===== config.mk =====
export PLATFORM = sky130hd
export DESIGN_NAME = gb_out_fifo
export DESIGN_NICKNAME = d
export VERILOG_FILES = /design/src/rtl/gb_pkg.sv /design/src/rtl/gb_out_fifo.sv
export VERILOG_INCLUDE_DIRS = /design/src /design/src/rtl
export SDC_FILE = /design/constraint.sdc
export NUM_CORES = 1
export LEC_CHECK = 0
export BUFFER_PORTS_ARGS = -buffer_cell sky130_fd_sc_hd__buf_2
export CORE_MARGIN = 2
export CORE_UTILIZATION = 35
export CTS_BUF_LIST = sky130_fd_sc_hd__clkbuf_4 sky130_fd_sc_hd__clkbuf_8 sky130_fd_sc_hd__clkbuf_16
export DETAILED_ROUTE_END_ITERATION = 8
export PLACE_DENSITY_LB_ADDON = 0.3
export SETUP_SLACK_MARGIN = 0.2
export SYNTH_ARGS = -nofsm -noshare
export SYNTH_HDL_FRONTEND = slang
export SYNTH_SLANG_ARGS = --single-unit

===== constraint.sdc =====
create_clock -name clk -period 3.4 [get_ports clk]
set_input_delay 0.51 -clock clk [delete_from_list [all_inputs] [get_ports clk]]
set_output_delay 0.51 -clock clk [all_outputs]
set_load 0.03 [all_outputs]

===== src/rtl/assert_macros.svh =====
// Assertion helpers shared by the RTL. Both expect clk and rst_n in scope.
`ifndef ASSERT_MACROS_SVH
`define ASSERT_MACROS_SVH

// Property checked on every rising edge outside reset.
`define ASSERT_CLK(name, prop, msg) \
    name: assert property (@(posedge clk) disable iff (!rst_n) prop) else $error(msg);

// Condition that must never be seen on a rising edge outside reset.
`define ASSERT_NEVER(name, cond, msg) \
    name: assert property (@(posedge clk) disable iff (!rst_n) !(cond)) else $error(msg);

`endif


===== src/rtl/gb_pkg.sv =====
package gb_pkg;

    localparam int KERNEL_SIZE    = 5;
    localparam int NUM_CLASSES    = 6;
    localparam int OUT_FIFO_DEPTH = 8;
    localparam int FIFO_AW        = $clog2(OUT_FIFO_DEPTH);
    localparam int FIFO_LW        = $clog2(OUT_FIFO_DEPTH + 1);

    // Register indexes on the configuration port.
    localparam logic [2:0] REG_W_CENTER     = 3'd0;
    localparam logic [2:0] REG_W_NEAR_EDGE  = 3'd1;
    localparam logic [2:0] REG_W_NEAR_DIAG  = 3'd2;
    localparam logic [2:0] REG_W_FAR_EDGE   = 3'd3;
    localparam logic [2:0] REG_W_FAR_KNIGHT = 3'd4;
    localparam logic [2:0] REG_W_FAR_CORNER = 3'd5;
    localparam logic [2:0] REG_WIDTH        = 3'd6;
    localparam logic [2:0] REG_HEIGHT       = 3'd7;

    typedef struct packed {
        logic [7:0] red;
        logic [7:0] green;
        logic [7:0] blue;
    } pix_t;

    typedef pix_t [KERNEL_SIZE-1:0] col_t;
    typedef logic [2:0] tap_idx_t;
    typedef tap_idx_t [KERNEL_SIZE-1:0] idx5_t;
    typedef logic [NUM_CLASSES-1:0][15:0] weights_t;
    typedef logic [FIFO_LW-1:0] level_t;

    typedef struct packed {
        logic has_out;
        logic eol;
        logic eof;
    } ctrl_t;

    typedef struct packed {
        logic       eof;
        logic       eol;
        logic [7:0] red;
        logic [7:0] green;
        logic [7:0] blue;
    } res_t;

endpackage


===== src/rtl/gb_out_fifo.sv =====
`include "assert_macros.svh"

module gb_out_fifo
    import gb_pkg::*;
(
    input  logic   clk,
    input  logic   rst_n,
    input  logic   wr_en,
    input  res_t   wr_data,
    output logic   rd_valid,
    input  logic   rd_stall,
    output res_t   rd_data,
    output level_t level
);

    res_t               buf_reg [OUT_FIFO_DEPTH];
    logic [FIFO_AW-1:0] head_reg;
    logic [FIFO_AW-1:0] tail_reg;
    level_t             count_reg;
    logic               rd;

    assign rd_valid = (count_reg != '0);
    assign rd       = rd_valid && !rd_stall;
    assign rd_data  = buf_reg[head_reg];
    assign level    = count_reg;

    always_ff @(posedge clk)
    begin
        if (wr_en)
        begin
            buf_reg[tail_reg] <= wr_data;
        end
    end

    always_ff @(posedge clk or negedge rst_n)
    begin
        if (!rst_n)
        begin
            head_reg  <= '0;
            tail_reg  <= '0;
            count_reg <= '0;
        end
        else
        begin
            if (wr_en)
            begin
                tail_reg <= tail_reg + 1'b1;
            end
            if (rd)
            begin
                head_reg <= head_reg + 1'b1;
            end
            count_reg <= count_reg + level_t'(wr_en) - level_t'(rd);
        end
    end

    `ASSERT_NEVER(fifo_overflow, wr_en && !rd && (count_reg == FIFO_LW'(OUT_FIFO_DEPTH)), "result queue overflow")

endmodule


After elaboration in Yosys (flattened, before gate mapping). Memory sizes are Yosys's and may differ from the RTL's. Cells that the tools add are included.

Register bits: 10. Memory bits (writable): 208. Bits of input ports: 30. Output and inout port bits: 31. Word-level logic and storage cells: 13. Memories kept: 1.

Memory list: buf_reg (words 8, width 26, read ports 1, clocked after Yosys merged registers in 0, wr ports 1, RTL line gb_out_fifo.sv:16) `res_t buf_reg [OUT_FIFO_DEPTH];`.

Add/sub/neg operators: 4. Mux-type cells: 2. Reduce and logical (&&, ||, !) cells: 3.

Operators by type and width (number): adder 3 x 1 -> 3 bit (second input constant) (2); adder 4 x 1 -> 4 bit (1); nonzero test 4 bit (1); subtractor 4 x 1 -> 4 bit (1); 2-to-1 mux 1 bit (2); logical AND 1 bit (1); zero test 1 bit (1).

Longest topological paths before layout.
Word-level depth: 3. Depth in mapped cells: 10. Gate-level depth less buffers: 10.

Least setup slack after synthesis. Ideal clock, no wire load.

Kind: input-to-reg. Start point: input port wr_en. End point: memory buf_reg[0][0] (netlist bit), enable pin. Setup time: 0.442 ns. Arrival: 2.408 ns. Data required time: 2.958 ns. Setup slack: 0.550 ns. Cell stages on the path: 2. Buffers on the path: 0. Path through: nand2b_1 nor3_1.

Cells in the longest elaborated chain, start to end: 2.

Ends and longest elaborated chain: start, declared (RTL line gb_out_fifo.sv:8) `input logic wr_en,`; 2-to-1 mux 1 bit (RTL line gb_out_fifo.sv:29) `if (wr_en)`; 2-to-1 mux 1 bit (not written as such) (RTL line gb_out_fifo.sv:31) `buf_reg[tail_reg] <= wr_data;`; end, declared (RTL line gb_out_fifo.sv:16).

Every way passes these cells.

==> impl_metrics.tcl <==
set metrics [dict create \
    status "finished clean" \
    die_w_microns 160.5 \
    p_sw_w 0.002832 \
    cp_max_fo 15 \
    drt_wl_total_microns 16230 \
    post-route-period-util 0.8824 \
    grt_max_degree 26 \
    numCtsBuffers 23 \
    synth_area_leaders "edfxtp_1, mux4_1, mux2_2" \
    critPathLaunchType "register" \
    irDropWorstVdd_mv 0.4820 \
    cp-end-kind "output pin" \
    rsz0062_at_grt "no" \
    grt_overflow 0 \
    drt_pass1_iterations 4 \
    hold_end "buf_reg[4][18]" \
    fmax_ghz 0.3333 \
    route.detailed.drc 0 \
    fin_skew_ns 0.006539 \
    hpwl_microns 10190 \
    place_ws_ns 0.8704 \
    worstMarginPinSlew_ns 0.6886 \
    p_int_w 0.006162 \
    grt_pass1_vias 4058 \
    required_ns 2.89 \
    p_seq_frac 0.404 \
    finalNetCount 484 \
    clock-sinks 218 \
    synth_top_area_share 0.7289 \
    cts_root_buf "clkbuf_16" \
    clkLatencyLatePin_ns 0.49 \
    vias_per_cell 4.842 \
    switching_share 0.3149 \
    syn_area_sq_um 8569 \
    hold_class "in -> reg" \
    slew_headroom 0.5410 \
    power_frac_clock 0.273 \
    layout_setup_ws_ns 0.3999 \
    io_pins 61 \
    htree_levels 1 \
    postCtsSetupBuffers 0 \
    setup_violations 0 \
    grt.total_usage 0.1274 \
    power.static_leakage_nw 3.553 \
    die_area_sq_um 25750 \
    clockBufferDepth 3 \
    cts_resized 0 \
    combPwrFrac 0.323 \
    reg2reg_depth 10 \
    clkTransAtPathRegs_ns 0.06 \
    drive_gt1_frac 0.3384 \
    period_needed_ns 3.000 \
    area_delta_synth_final_pct 18.79 \
    slowest_stage "dfrtp_2" \
    crit_type "reg -> out" \
    yosys_warnings 0 \
    netlist_instances 355 \
    die_h_microns 160.5 \
    dpl_cell_area_sq_um 9417 \
    yosysUniqueCellTypes 21 \
    rr_endpoint "level[2]" \
    avgSynthCellArea_sq_um 24.14 \
    holdPathStages 1 \
    hold_violations 0 \
    antenna_found_initial 1 \
    routedWlPerCell_microns 20.65 \
    port_buffers 60 \
    vias 3806 \
    coreArea_sq_um 24180 \
    seq_area_frac_synth 0.7581 \
    rows 57 \
    synth_top_area_cell "edfxtp_1" \
    hold_start "wr_data[18]" \
    worstPathCellList "buf_4, mux4_1, mux2_2, buf_2" \
    slowest_delay_ns 0.65 \
    setup_tns_ns 0 \
    cts_tree "built" \
    cp.arrival_ns 2.49 \
    finalMaxSlewViolations 0 \
    power.total_w 0.008994 \
    design_area_sq_um 10180 \
    synth_nets 393 \
    drt_iter0_markers 191 \
    power_density_nw_per_um2 883.5 \
    gp_routability_congestion 0.6528 \
    largest_reg_flops 208 \
    ys_ff_latch 218 \
    initial_utilization 0.3544 \
    ff2ff_setup_slack_ns 1.07 \
    grt_pass1_wl_microns 24580 \
    max_cap_violations 0 \
    reg2reg_from "level[2]" \
    antenna_left 0 \
]
-- power by group through the flow --
stage / sequential (W) / combinational (W) / clock (W)
floorplan: 0.00359 / 0.00215 / 0
global route: 0.00369 / 0.00312 / 0.00261
CTS: 0.00365 / 0.00298 / 0.00251
detailed placement: 0.00370 / 0.00297 / 0
finish: 0.00364 / 0.00291 / 0.00245
global placement: 0.00368 / 0.00293 / 0
-- layout make-up --
| class | count | area [sq um] |
|---|---|---|
| clock inverter | 11 | 130.1 |
| tap | 324 | 405.4 |
| inverter | 9 | 33.78 |
| fill | 2081 | 14000 |
| antenna | 1 | 2.502 |
| sequential | 218 | 6499 |
| timing repair buffer | 81 | 498.0 |
| clock buffer | 29 | 620.6 |
| multi-input combinational | 113 | 1991 |
-- cells in the mapped netlist --
| library cell | number |
|---|---|
| nand2_1 | 3 |
| mux2_2 | 28 |
| clkbuf_2 | 1 |
| fa_1 | 1 |
| a21o_1 | 1 |
| buf_1 | 2 |
| a21oi_1 | 1 |
| nor2_1 | 7 |
| inv_1 | 9 |
| dfrtp_1 | 10 |
| mux4_1 | 52 |
| ha_1 | 7 |
| clkbuf_1 | 5 |
| nor3b_1 | 2 |
| xnor2_1 | 2 |
| xor2_1 | 4 |
| buf_6 | 6 |
| nand2b_1 | 3 |
| edfxtp_1 | 208 |
| buf_2 | 1 |
| nor3_1 | 2 |
-- worst max-delay path, delay by kind of cell (launching register included) --
| family | cells | cell delay (ns) |
|---|---|---|
| flip-flops | 1 | 0.65 |
| multiplexers | 2 | 0.85 |
| buffers and inverters | 2 | 0.50 |
-- how the worst max path moves through the flow --
stage,start,endpoint,slack [ns],depth (start not counted)
6_report,head_reg[0],rd_data[3],0.40,4
5_1_grt,head_reg[0],rd_data[3],0.28,4
4_1_cts,head_reg[0],rd_data[4],0.34,4
3_5_place_dp,head_reg[0],rd_data[4],0.87,4
3_3_place_gp,head_reg[0],rd_data[13],0.87,4
2_1_floorplan,wr_en,buf_reg[0][0],0.55,2
-- repair_timing --
action                                  4_1_cts  5_1_grt
endpoints found under the setup margin        0        0
hold buffers                                  1        0
hold endpoints to repair                     10        0
-- kinds of logic (layout without fill, tap and decap cells) --
logic type                 after synthesis  after routing  synth area share
AOI/OAI and AO/OA                        2              2          0.001460
xor gates and xnor gates                 6              6          0.006132
adders and majority gates                8              8           0.01256
buffers and inverters                   24            130           0.01606
DFF                                    218            218            0.7581
muxes                                   80             80            0.1962
other                                    0              1                 0
and+or+nand+nor                         17             17          0.009491
-- through the flow --
stage	hold WS, ns	util	std cells
CTS	0.2667	0.4209	785
global placement	0.3924	0.3895	744
finish	0.2805	0.4211	786
detailed placement	0.3933	0.3895	744
floorplan	0.2144	-	355
global route	0.2858	0.4209	785
-- layer usage --
layer	GRT usage	wire (microns)	share of wire
met3	0.02350	614	0.038
met4	0.03726	386	0.024
met1	0.1619	6865	0.42
met5	0	0	0
met2	0.2237	8362	0.52
-- layout by cell type (no fill, tap or decap), drive strengths merged, types with 7 or more instances in the layout --
cell type	count
clkbuf	29
nor2	7
inv	9
edfxtp	208
clkinv	7
ha	7
buf	80
mux2	28
mux4	52
dfrtp	10
(Power assumes the default switching activity.)
